--- src/rtl/ili_pkg.sv ---
package ili_pkg;

    // Field widths of the request and result channels.
    localparam int KIND_W = 3;
    localparam int POS_W  = 16;
    localparam int VAL_W  = 32;
    localparam int STAT_W = 2;
    localparam int LEN_W  = 7;

    // Request kinds.
    localparam logic [KIND_W-1:0] KIND_READ   = 3'd0;
    localparam logic [KIND_W-1:0] KIND_HEAD   = 3'd1;
    localparam logic [KIND_W-1:0] KIND_TAIL   = 3'd2;
    localparam logic [KIND_W-1:0] KIND_AT_POS = 3'd3;
    localparam logic [KIND_W-1:0] KIND_DELETE = 3'd4;

    // Result status codes.
    localparam logic [STAT_W-1:0] STAT_DONE    = 2'd0;
    localparam logic [STAT_W-1:0] STAT_INVALID = 2'd1;
    localparam logic [STAT_W-1:0] STAT_FULL    = 2'd2;

    // Value returned by a read of an invalid position.
    localparam logic [VAL_W-1:0] READ_MISS = {VAL_W{1'b1}};

    // Controller states.
    typedef enum logic [2:0] {
        S_IDLE,
        S_DECIDE,
        S_CHECK,
        S_SHIFT_RD,
        S_SHIFT_WR,
        S_COMMIT,
        S_RESULT
    } ili_state_t;

    // Commands from the controller to the datapath.
    typedef struct packed {
        logic capture;
        logic decide;
        logic rd_pos;
        logic shift_rd;
        logic shift_wr;
        logic commit;
        logic load_result;
    } ili_cmd_t;

    // Status from the datapath to the controller.
    typedef struct packed {
        logic go_read;
        logic go_insert;
        logic go_delete;
        logic shift_done;
        logic out_free;
    } ili_stat_t;

endpackage

--- src/rtl/ili_ram.sv ---
module ili_ram #(
    parameter int WIDTH = 32,
    parameter int DEPTH = 64
) (
    input  logic                     aclk,
    input  logic                     wr_en,
    input  logic [$clog2(DEPTH)-1:0] wr_addr,
    input  logic [WIDTH-1:0]         wr_data,
    input  logic                     rd_en,
    input  logic [$clog2(DEPTH)-1:0] rd_addr,
    output logic [WIDTH-1:0]         rd_data
);

    logic [WIDTH-1:0] mem [DEPTH];
    logic [WIDTH-1:0] rd_data_reg;

    // One write port and one registered read port; read data holds while idle.
    always_ff @(posedge aclk) begin
        if (wr_en) begin
            mem[wr_addr] <= wr_data;
        end
        if (rd_en) begin
            rd_data_reg <= mem[rd_addr];
        end
    end

    assign rd_data = rd_data_reg;

endmodule

--- src/rtl/ili_ctrl.sv ---
module ili_ctrl
    import ili_pkg::*;
(
    input  logic      aclk,
    input  logic      aresetn,
    input  logic      s_valid,
    output logic      s_ready,
    input  ili_stat_t stat,
    output ili_cmd_t  cmd
);

    ili_state_t state_reg;
    ili_state_t state_next;

    // State register.
    always_ff @(posedge aclk) begin
        if (!aresetn) begin
            state_reg <= S_IDLE;
        end else begin
            state_reg <= state_next;
        end
    end

    // Next-state logic.
    always_comb begin
        state_next = state_reg;
        case (state_reg)
            S_IDLE: begin
                if (s_valid) begin
                    state_next = S_DECIDE;
                end
            end
            S_DECIDE: begin
                if (stat.go_insert || stat.go_delete) begin
                    state_next = S_CHECK;
                end else begin
                    state_next = S_RESULT;
                end
            end
            S_CHECK: begin
                if (stat.shift_done) begin
                    state_next = S_COMMIT;
                end else begin
                    state_next = S_SHIFT_RD;
                end
            end
            S_SHIFT_RD: state_next = S_SHIFT_WR;
            S_SHIFT_WR: state_next = S_CHECK;
            S_COMMIT:   state_next = S_RESULT;
            S_RESULT: begin
                if (stat.out_free) begin
                    state_next = S_IDLE;
                end
            end
            default:    state_next = S_IDLE;
        endcase
    end

    // Output logic.
    always_comb begin
        cmd     = '0;
        s_ready = 1'b0;
        case (state_reg)
            S_IDLE: begin
                s_ready     = 1'b1;
                cmd.capture = s_valid;
            end
            S_DECIDE: begin
                cmd.decide = 1'b1;
                cmd.rd_pos = stat.go_read;
            end
            S_SHIFT_RD: cmd.shift_rd = 1'b1;
            S_SHIFT_WR: cmd.shift_wr = 1'b1;
            S_COMMIT:   cmd.commit   = 1'b1;
            S_RESULT:   cmd.load_result = stat.out_free;
            default: begin
                cmd     = '0;
                s_ready = 1'b0;
            end
        endcase
    end

    // A shift read is always followed by its write-back.
    assert property (@(posedge aclk) disable iff (!aresetn)
        cmd.shift_rd |=> cmd.shift_wr)
        else $error("shift read not followed by write-back");

    // A new request is only taken while no request is in progress.
    assert property (@(posedge aclk) disable iff (!aresetn)
        cmd.capture |=> (state_reg == S_DECIDE))
        else $error("captured request did not enter decision");

endmodule

--- src/rtl/ili_dp.sv ---
module ili_dp
    import ili_pkg::*;
#(
    parameter int CAPACITY = 64
) (
    input  logic                     aclk,
    input  logic                     aresetn,
    input  ili_cmd_t                 cmd,
    output ili_stat_t                stat,
    input  logic [KIND_W-1:0]        s_kind,
    input  logic signed [POS_W-1:0]  s_position,
    input  logic signed [VAL_W-1:0]  s_value,
    output logic                     m_valid,
    input  logic                     m_ready,
    output logic signed [VAL_W-1:0]  m_read_value,
    output logic [STAT_W-1:0]        m_status,
    output logic [LEN_W-1:0]         m_list_length
);

    localparam int ADDR_W = $clog2(CAPACITY);
    localparam int CNT_W  = $clog2(CAPACITY + 1);
    localparam int EXT_W  = (CNT_W > LEN_W) ? CNT_W : LEN_W;

    // Captured request.
    logic [KIND_W-1:0] kind_reg;
    logic [POS_W-1:0]  pos_reg;
    logic [VAL_W-1:0]  value_reg;

    // List state and shift pointer.
    logic [CNT_W-1:0]  count_reg;
    logic [CNT_W-1:0]  count_next;
    logic [ADDR_W-1:0] ptr_reg;
    logic [ADDR_W-1:0] ptr_next;
    logic [STAT_W-1:0] code_reg;

    // Result register.
    logic              m_valid_reg;
    logic [VAL_W-1:0]  read_value_reg;
    logic [STAT_W-1:0] status_reg;
    logic [LEN_W-1:0]  length_reg;

    // Decode and position checks.
    logic              is_insert;
    logic              full;
    logic              pos_nonneg;
    logic [POS_W-1:0]  count_wide;
    logic              pos_below;
    logic              pos_upto;
    logic [STAT_W-1:0] code_calc;
    logic [ADDR_W-1:0] ins_target;
    logic [EXT_W-1:0]  count_ext;

    // Memory ports.
    logic              ram_wr_en;
    logic [ADDR_W-1:0] ram_wr_addr;
    logic [VAL_W-1:0]  ram_wr_data;
    logic              ram_rd_en;
    logic [ADDR_W-1:0] ram_rd_addr;
    logic [VAL_W-1:0]  ram_rd_data;

    // Request capture on the input transfer.
    always_ff @(posedge aclk) begin
        if (cmd.capture) begin
            kind_reg  <= s_kind;
            pos_reg   <= s_position;
            value_reg <= s_value;
        end
    end

    // Classify the request against the current length.
    assign is_insert  = (kind_reg == KIND_HEAD) || (kind_reg == KIND_TAIL) ||
                        (kind_reg == KIND_AT_POS);
    assign full       = (count_reg == CNT_W'(CAPACITY));
    assign pos_nonneg = !pos_reg[POS_W-1];
    assign count_wide = POS_W'(count_reg);
    assign pos_below  = pos_nonneg && (pos_reg < count_wide);
    assign pos_upto   = pos_nonneg && (pos_reg <= count_wide);

    always_comb begin
        case (kind_reg)
            KIND_READ:   code_calc = pos_below ? STAT_DONE : STAT_INVALID;
            KIND_HEAD:   code_calc = full ? STAT_FULL : STAT_DONE;
            KIND_TAIL:   code_calc = full ? STAT_FULL : STAT_DONE;
            KIND_AT_POS: code_calc = !pos_upto ? STAT_INVALID :
                                     (full ? STAT_FULL : STAT_DONE);
            KIND_DELETE: code_calc = pos_below ? STAT_DONE : STAT_INVALID;
            default:     code_calc = STAT_INVALID;
        endcase
    end

    // Slot that receives the new value of an insert.
    always_comb begin
        case (kind_reg)
            KIND_HEAD:   ins_target = '0;
            KIND_TAIL:   ins_target = count_reg[ADDR_W-1:0];
            default:     ins_target = pos_reg[ADDR_W-1:0];
        endcase
    end

    // Status toward the controller.
    always_comb begin
        stat.go_read   = (kind_reg == KIND_READ) && (code_calc == STAT_DONE);
        stat.go_insert = is_insert && (code_calc == STAT_DONE);
        stat.go_delete = (kind_reg == KIND_DELETE) && (code_calc == STAT_DONE);
        if (is_insert) begin
            stat.shift_done = (ptr_reg == ins_target);
        end else begin
            stat.shift_done = ((CNT_W'(ptr_reg) + CNT_W'(1)) == count_reg);
        end
        stat.out_free = !m_valid_reg || m_ready;
    end

    // Shift pointer: starts at the end for an insert, at the hole for a delete.
    always_comb begin
        ptr_next = ptr_reg;
        if (cmd.decide) begin
            ptr_next = is_insert ? count_reg[ADDR_W-1:0] : pos_reg[ADDR_W-1:0];
        end else if (cmd.shift_wr) begin
            ptr_next = is_insert ? (ptr_reg - ADDR_W'(1)) : (ptr_reg + ADDR_W'(1));
        end
    end

    // Entry count changes once the shift has finished.
    always_comb begin
        count_next = count_reg;
        if (cmd.commit) begin
            count_next = is_insert ? (count_reg + CNT_W'(1)) : (count_reg - CNT_W'(1));
        end
    end

    always_ff @(posedge aclk) begin
        if (!aresetn) begin
            count_reg <= '0;
        end else begin
            count_reg <= count_next;
        end
    end

    always_ff @(posedge aclk) begin
        ptr_reg <= ptr_next;
        if (cmd.decide) begin
            code_reg <= code_calc;
        end
    end

    // Memory access: one entry moves per read and write-back pair.
    assign ram_rd_en   = cmd.rd_pos || cmd.shift_rd;
    assign ram_rd_addr = !cmd.shift_rd ? pos_reg[ADDR_W-1:0] :
                         (is_insert ? (ptr_reg - ADDR_W'(1)) : (ptr_reg + ADDR_W'(1)));
    assign ram_wr_en   = cmd.shift_wr || (cmd.commit && is_insert);
    assign ram_wr_addr = ptr_reg;
    assign ram_wr_data = cmd.shift_wr ? ram_rd_data : value_reg;

    ili_ram #(
        .WIDTH (VAL_W),
        .DEPTH (CAPACITY)
    ) u_store (
        .aclk    (aclk),
        .wr_en   (ram_wr_en),
        .wr_addr (ram_wr_addr),
        .wr_data (ram_wr_data),
        .rd_en   (ram_rd_en),
        .rd_addr (ram_rd_addr),
        .rd_data (ram_rd_data)
    );

    // Result register; a new result loads when the register is free or the previous one is taken.
    assign count_ext = EXT_W'(count_reg);

    always_ff @(posedge aclk) begin
        if (!aresetn) begin
            m_valid_reg <= 1'b0;
        end else if (cmd.load_result) begin
            m_valid_reg <= 1'b1;
        end else if (m_ready) begin
            m_valid_reg <= 1'b0;
        end
    end

    always_ff @(posedge aclk) begin
        if (cmd.load_result) begin
            if (kind_reg == KIND_READ) begin
                read_value_reg <= (code_reg == STAT_DONE) ? ram_rd_data : READ_MISS;
            end else begin
                read_value_reg <= '0;
            end
            status_reg <= code_reg;
            length_reg <= count_ext[LEN_W-1:0];
        end
    end

    assign m_valid       = m_valid_reg;
    assign m_read_value  = read_value_reg;
    assign m_status      = status_reg;
    assign m_list_length = length_reg;

    // The list never holds more than its capacity.
    assert property (@(posedge aclk) disable iff (!aresetn)
        count_reg <= CNT_W'(CAPACITY))
        else $error("entry count above capacity");

    // An insert commit grows the list by exactly one entry.
    assert property (@(posedge aclk) disable iff (!aresetn)
        (cmd.commit && is_insert) |=> (count_reg == $past(count_reg) + CNT_W'(1)))
        else $error("insert did not grow the list by one");

    // A result is never loaded over one still waiting for transfer.
    assert property (@(posedge aclk) disable iff (!aresetn)
        cmd.load_result |-> (!m_valid_reg || m_ready))
        else $error("result overwritten before transfer");

    // Shifting only happens on a request that passed its checks.
    assert property (@(posedge aclk) disable iff (!aresetn)
        cmd.shift_wr |-> (code_reg == STAT_DONE))
        else $error("shift on a refused request");

endmodule

--- src/rtl/indexed_list_insert_delete_top.sv ---
// Indexed list: an ordered list of up to CAPACITY signed 32-bit entries.
// Requests arrive on the s_ channel (s_kind, s_position, s_value) with a
// valid/ready handshake; each request gives exactly one result on the m_
// channel (m_read_value, m_status, m_list_length).
// Kinds: read at position, insert at head, insert at tail, insert before a
// position, delete at position. Refused requests leave the list unchanged.
// One request is handled at a time. A read or a refused request goes from
// its decision straight to its result; an insert or delete moves its entries
// one at a time, since the entries live in a single-port-write RAM and each
// moved entry costs a check, a read and a write-back. The worst case moves
// CAPACITY - 1 entries. The next request is accepted as soon as the
// previous result is loaded.
// The result sits in an output register: the next request is accepted while
// a result still waits, and a stalled m_ready only holds the block once the
// following result is ready to be loaded.
// Reset (aresetn, synchronous, active low) empties the list and drops any
// pending result; the entry RAM itself is not cleared and needs no sweep.
module indexed_list_insert_delete_top
    import ili_pkg::*;
#(
    parameter int CAPACITY = 64
) (
    input  logic                    aclk,
    input  logic                    aresetn,
    input  logic                    s_valid,
    output logic                    s_ready,
    input  logic [KIND_W-1:0]       s_kind,
    input  logic signed [POS_W-1:0] s_position,
    input  logic signed [VAL_W-1:0] s_value,
    output logic                    m_valid,
    input  logic                    m_ready,
    output logic signed [VAL_W-1:0] m_read_value,
    output logic [STAT_W-1:0]       m_status,
    output logic [LEN_W-1:0]        m_list_length
);

    ili_cmd_t  cmd;
    ili_stat_t stat;

    // Sequencer for request decision, entry shifting and result hand-off.
    ili_ctrl u_ctrl (
        .aclk    (aclk),
        .aresetn (aresetn),
        .s_valid (s_valid),
        .s_ready (s_ready),
        .stat    (stat),
        .cmd     (cmd)
    );

    // Entry store, count, shift pointer and result register.
    ili_dp #(
        .CAPACITY (CAPACITY)
    ) u_dp (
        .aclk          (aclk),
        .aresetn       (aresetn),
        .cmd           (cmd),
        .stat          (stat),
        .s_kind        (s_kind),
        .s_position    (s_position),
        .s_value       (s_value),
        .m_valid       (m_valid),
        .m_ready       (m_ready),
        .m_read_value  (m_read_value),
        .m_status      (m_status),
        .m_list_length (m_list_length)
    );

endmodule
--- config.mk ---
export PLATFORM = sky130hd
export DESIGN_NAME = indexed_list_insert_delete_top
export DESIGN_NICKNAME = d
export VERILOG_FILES = /design/src/rtl/ili_pkg.sv /design/src/rtl/ili_ram.sv /design/src/rtl/ili_ctrl.sv /design/src/rtl/ili_dp.sv /design/src/rtl/indexed_list_insert_delete_top.sv
export SDC_FILE = /design/constraint.sdc
export NUM_CORES = 2
export LEC_CHECK = 0
export ABC_AREA = 1
export ABC_CLOCK_PERIOD_IN_PS = 8900
export BUFFER_PORTS_ARGS = -buffer_cell sky130_fd_sc_hd__clkbuf_2
export CORE_MARGIN = 2
export CORE_UTILIZATION = 39
export DETAILED_ROUTE_END_ITERATION = 6
export GPL_ROUTABILITY_DRIVEN = 0
export GPL_TIMING_DRIVEN = 0
export PLACE_DENSITY = 0.53
export SYNTH_ARGS = -nofsm -noshare
export SYNTH_HDL_FRONTEND = slang
export SYNTH_SLANG_ARGS = --single-unit
--- constraint.sdc ---
create_clock -name aclk -period 8.9 [get_ports aclk]
set_input_delay 0.89 -clock aclk [delete_from_list [all_inputs] [get_ports aclk]]
set_output_delay 0.89 -clock aclk [all_outputs]
set_load 0.005 [all_outputs]
[Word level (Yosys, flattened, before mapping)]
Memories as Yosys holds them, arrays and structs flattened. A register that Yosys moved wholly into a read port is not among the register bits.
Index checks and enable logic that the tools add are counted.
Word-level totals
  register bits: 111
  latch bits: 0
  RAM bits: 2048
  memory bits (read-only): 0
  input bits: 55
  output and inout port bits: 43
  word-level logic and storage cells: 87
  memories kept: 1
Memories
  u_dp.u_store.mem: depth 64, bits a word 32, read ports 1, clocked after memory_dff 1, wr ports 1, line ili_ram.sv:14  | logic [WIDTH-1:0] mem [DEPTH];
Cells by class
  add/sub/neg operators: 5
  $mul: 0
  div/mod/pow operators: 0
  $lt $le $gt $ge: 2
  equal/unequal tests: 15
  shifts and indexed selects: 0
  multiplexer cells: 30
  bitwise operators: 0
  reductions and logical operators: 23
Operators by type and width (count)
  2-to-1 mux 32 bit: 2
  2-to-1 mux 6 bit: 5
  one-hot mux 3 bit (7 select lines): 1
  less-or-equal comparator 16 x 7 -> 1 bit: 1
  < comparator 16 x 7 -> 1 bit: 1
  == test 3 x 2 -> 1 bit, second input constant: 4
  == test 3 bit, second input constant: 4
  2-to-1 mux 1 bit: 12
  2-to-1 mux 3 bit: 4
  one-hot mux 6 bit (2 select lines): 1
  adder 6 x 1 -> 7 bit, second input constant: 1
  adder 7 x 1 -> 7 bit, second input constant: 1
  == test 7 bit: 1
  == test 7 bit, second input constant: 1
  2-to-1 mux 7 bit: 1
  subtractor 7 x 1 -> 7 bit, second input constant: 1
  adder 6 x 1 -> 6 bit, second input constant: 1
  == test 3 x 1 -> 1 bit, second input constant: 2
  == test 6 bit: 1
  logical AND 1 bit: 6
  logical NOT 3 bit: 2
  logical OR 1 bit: 6
  2-to-1 mux 2 bit: 3
  one-hot mux 2 bit (3 select lines): 1
  8 further kinds: 12

[Longest topological paths before layout]
  word-level depth: 9
  mapped depth: 18
  depth with buffers taken out: 16

[Hierarchy]
Synthesis repeated with hierarchy kept, for this count alone.
Unflattened totals
  cells, all modules: 7361
  area total of the unflattened synthesis: 88593.7 um^2
Modules (own cells, without submodules)
  ili_ram: instances 1, cells each 6769, area each 83058.4 um^2, seq. area each 62459.9 um^2
  ili_dp: instances 1, cells each 552, area each 5292.6 um^2, seq. area each 3163.0 um^2
  ili_ctrl: instances 1, cells each 40, area each 242.7 um^2, seq. area each 60.1 um^2

[Worst setup path before layout]
No wires, ideal clock.
  path type: input to register
  from: input m_ready
  to: register u_dp.length_reg[0], in the netlist u_dp.m_list_length[0], enable pin
  setup time: 0.542 ns
  arrival time: 4.844 ns
  slack: 3.514 ns
  cell stages on the path: 2
  buffers on the path: 0
  cells stage by stage: nor2_1 nor4_1
RTL lines
  start: declaration: line indexed_list_insert_delete_top.sv:31  | input logic m_ready,
  end signal: assignment: line ili_dp.sv:188  | length_reg <= count_ext[LEN_W-1:0];
  end: declaration: line ili_dp.sv:40  | logic [LEN_W-1:0] length_reg;

[Final worst setup path]
  from: register u_dp.kind_reg[1]
  to: register u_dp.u_store.rd_data_reg[20], in the netlist u_dp.u_store.rd_data[20] (read register of u_dp.u_store.mem) (data pin)
Between the ends
  longest elaborated chain between the ends: 7
Ends and longest elaborated chain
  start: declaration: line ili_dp.sv:25  | logic [KIND_W-1:0] kind_reg;
  start signal: assignment: line ili_dp.sv:64  | kind_reg <= s_kind;
  == test 3 bit, or another cell as far along: line ili_dp.sv:80  | case (kind_reg)
  OR reduction 2 bit (no source line)
  one-hot mux 2 bit (3 select lines): line ili_dp.sv:80
  logical NOT 2 bit: line ili_dp.sv:102  | stat.go_read = (kind_reg == KIND_READ) && (code_calc == STAT_DONE);
  logical AND 1 bit: line ili_dp.sv:102
  2-to-1 mux 2 bit: line ili_ctrl.sv:63  | case (state_reg)
  logical OR 1 bit: line ili_dp.sv:147  | assign ram_rd_en = cmd.rd_pos || cmd.shift_rd;
  end: declaration: line ili_ram.sv:15  | logic [WIDTH-1:0] rd_data_reg;
Several ways; a longest one is shown, not always the timed one.
A chain may end at the register's enable or synchronous reset.

==> impl_metrics.csv <==
group,metric,value,unit
status,status,"finished clean",
global_routing,grt_pass1_wl,490,mm
synth,async_flop_share,0,
timing,maxSlewHeadroom,0.0129,
synth,synth-edff-count,2180,
worst_setup_path,reg2reg_to,"u_dp.u_store.rd_data[20]$_DFFE_PP_",
worst_setup_path,critPathArrivalTime,7.15,ns
clocking,root_buffer,"clkbuf_16",
route,viasPerCell,5.99,
synth,synthDistinctLibCells,34,
global_routing,overflow,0,
die,fp-row-count,175,
synth,syn_nets,6901,
worst_setup_path,critPathBufInv,5,
die,core-area,228000,um^2
route,num_vias,63100,
worst_setup_path,crit_chain,"buf_2, nor2_1, inv_1, nand2_1, inv_2, ha_1, a21oi_1, nand2_1, nand2_1, nand2_1, o21ai_0, clkbuf_2, clkbuf_1, nand3_1, nand3_1, nand3_1, nand2_1",
clocking,postCtsHoldBufs,0,
synth,yosys.area.top_type_share,0.731,
synth,synthAdderAreaFrac,0.00282,
synth,synth_area,89500,um^2
route,firstDrtPassIters,6,
worst_setup_path,ff2ff_path_depth,17,
route,totalWireLength,364,mm
synth,synth_top_area_cell,"edfxtp_1",
worst_setup_path,reg2reg_from,"u_dp.kind_reg[1]$_DFFE_PP_",
die,io_pins,98,
flow_run,cap_violations,0,
worst_setup_path,cp-start-kind,"register",
clocking,cts.sinks,2191,
power_and_ir_drop,p_switching,8180,uW
power_and_ir_drop,internal_power,18300,uW
die,initial_core_util,0.393,
clocking,cts_made_buffers,230,
clocking,cts_tree,"built",
worst_setup_path,crit_type,"register to register",
synth,ys_warn_count,0,
synth,yosys-top-cells-area,"edfxtp_1 (73%), o211ai_1 (6.5%), nand3_1 (5.6%), nor2_1 (2.6%), nand2_1 (2.1%)",
synth,synth_top_family_by_area,"simple AND/OR/NAND/NOR gates",
worst_setup_path,crit_required,9.61,ns
global_routing,met2_usage,0.447,
global_routing,grt_usage,0.304,
timing,hold_violations,0,
placement,post-place-ws,3.01,ns
synth,synthFlopType,"edfxtp_1",
worst_setup_path,crit_fanout,12,
timing,tightestPinTransition,1.48,ns
timing,finalSetupViolations,0,
global_routing,grt_antenna_before_repair,34,
timing,maxSlewViolCount,0,
power_and_ir_drop,p_leak,0.0353,uW
global_routing,grt_pass1_vias,58800,
clocking,cts_resized,0,
synth,yosys-top-cells-count,"edfxtp_1 (2180), nand3_1 (1003), o211ai_1 (770), nor2_1 (614), nand2_1 (497)",
worst_setup_path,r2r_slack,2.46,ns
layout,syn2layout_area_growth,17.9,%
layout,nets,7412,
power_and_ir_drop,power_frac_clock,0.351,
synth,yosysSeqAreaShare,0.734,
layout,final_core_util,0.464,
route,avgRoutedWirePerCell,34.5,um
synth,synthSimpleGateAreaFrac,0.136,
route,ant_nets,0,
global_routing,grt.met3_usage,0.0802,
timing,fin_crit_sh,0.724,
hold_path,min_from,"s_position[11]",
global_routing,grt_use_met1,0.407,
clocking,clockBufferDepth,3,
placement,port_buffers,97,
layout,largest_reg_flops,2048,
die,chipWidth,483,um
global_routing,gr-max-usage-layer,"met2",
clocking,clkTransAtPathRegs,0.06,ns
timing,fmax,0.155,GHz
power_and_ir_drop,netSwitchingFraction,0.309,
layout,fill_cells,20200,
timing,period_needed,6.44,ns
synth,synth_compound_area_frac,0.0852,
clocking,insertion_delay,0.89,ns
synth,synthCells,6827,
hold_path,hold_depth,1,
worst_setup_path,critPathMaxStageDelay,1.08,ns
worst_setup_path,crit_path_end_kind,"register",
placement,dpl.hpwl,255,mm
synth,ys_ff_latch,2191,
route,drt_iter0_drc,10400,
synth,syn_avg_cell_area,13.1,um^2
worst_setup_path,cp_slowest_cell,"clkbuf_1",
timing,timing.final.ws_setup,2.46,ns
synth,synth_xor_area_frac,0.000880,
power_and_ir_drop,pwr_density_cell,251,nW/um^2
hold_path,hold_class,"input port to register",
power_and_ir_drop,vdd_ir_drop_max,0.238,mV
timing,rsz0062_at_grt,"no",
clocking,post_cts_buffers,0,
layout,max_flop_register,"u_dp.u_store.mem",
timing,finClkSkew,0.0422,ns
route,drcViolationCount,0,
worst_setup_path,cp_common_cell,"nand2_1",
global_routing,grt_max_degree,40,
synth,synthMuxAreaShare,0.000112,
power_and_ir_drop,comb_power_share,0.199,
synth,yosysMostFrequentCell,"edfxtp_1",
hold_path,holdPathEnd,"u_dp.pos_reg[11]$_DFFE_PP_",
die,die_h,483,um
worst_setup_path,cp_top_family,"buffers and inverters",
clocking,ctsHtreeMaxLevel,4,
worst_setup_path,critPathLaunch,"u_dp.kind_reg[1]$_DFFE_PP_",
die,die_area,233000,um^2
layout,drive_gt1_frac,0.146,
power_and_ir_drop,seqPwrFrac,0.450,
[power by group through the flow]
stage	combinational (uW)	sequential (uW)	clock [uW]
after floorplan	2410	12200	0
after global placement	4660	12400	0
after detailed placement	5060	12100	0
after CTS	5080	11900	9320
after global routing	5410	11900	9700
final	5270	11900	9310
[metal layers]
layer,vias up,wire length (um)
met5,-,68
met3,919,45200
li1,26200,-
met1,31600,138000
met2,4391,155000
met4,10,25100
[logic make-up after synthesis]
family	after synthesis
AO/OA/AOI/OAI	1136
XOR/XNOR	9
adder cells (fa/ha/maj)	19
buffers and inverters	886
flip-flops	2191
multiplexers	1
AND/OR/NAND/NOR	2585
[through the flow]
step	area [um^2]	hold WS (ns)	power [uW]	std cells	TNS (ns)
after floorplan	89500	0.427	14600	6827	0
after global placement	93800	0.434	17100	9933	-1768.91
after detailed placement	98400	0.436	17200	10100	0
after CTS	106000	0.147	26300	10500	0
after global routing	106000	0.168	27000	10500	0
final	106000	0.183	26500	10500	0
[final cells by class]
class                   count  area, um^2  share of cell area
diodes                     16        40.0            0.000379
repair buffers            279        4280              0.0406
multi-input cells        3750       21000               0.199
plain buffers             465        2170              0.0206
flip-flops and latches   2191       65700               0.622
well taps                3009        3760              0.0357
clock inverters            98         828             0.00785
clock buffers             312        6230              0.0590
inverters                 421        1580              0.0150
[how the worst max path moves through the flow]
stage / to / slack [ns] / cells after the start
6_report: u_dp.u_store.rd_data[20]$_DFFE_PP_ / 2.46 / 17
5_1_grt: u_dp.u_store.rd_data[15]$_DFFE_PP_ / 2.43 / 17
4_1_cts: u_dp.u_store.rd_data[15]$_DFFE_PP_ / 2.96 / 17
3_5_place_dp: u_dp.u_store.rd_data[15]$_DFFE_PP_ / 3.01 / 17
3_3_place_gp: u_dp.u_store.mem[4][17]$_DFFE_PP_ / -2.55 / 6
2_1_floorplan: u_dp.m_list_length[0]$_DFFE_PP_ / 3.51 / 2
[worst register-to-register path, delay by kind of cell, from the launching register on]
kind                     cells  cell delay [ns]
buffers and inverters        5             2.35
adder cells (fa/ha/maj)      1             0.37
AO/OA/AOI/OAI                2             1.22
AND/OR/NAND/NOR              9             1.95
flip-flops                   1             0.37
[cell usage in the layout, fill, tap and decap left out, drive strengths merged]
master    Yosys  routed
edfxtp     2180    2180
nand3      1004    1004
o211ai      770     770
nor2        614     614
clkbuf      185     594
nand2       500     500
buf         280     462
or2         449     449
inv         421     427
o21ai       315     315
clkinv        0      76
a21oi        50      50
ha           17      17
diode         0      16
bufinv        0      12
dfxtp        11      11
nand4         8       8
nor3          8       8
xor2          7       7
clkinvlp      0       4
xnor2         2       2
fa            2       2
nor4          1       1
and2          1       1
mux2i         1       1
o21bai        1       1
No activity file was read; power rests on OpenSTA's default activity.
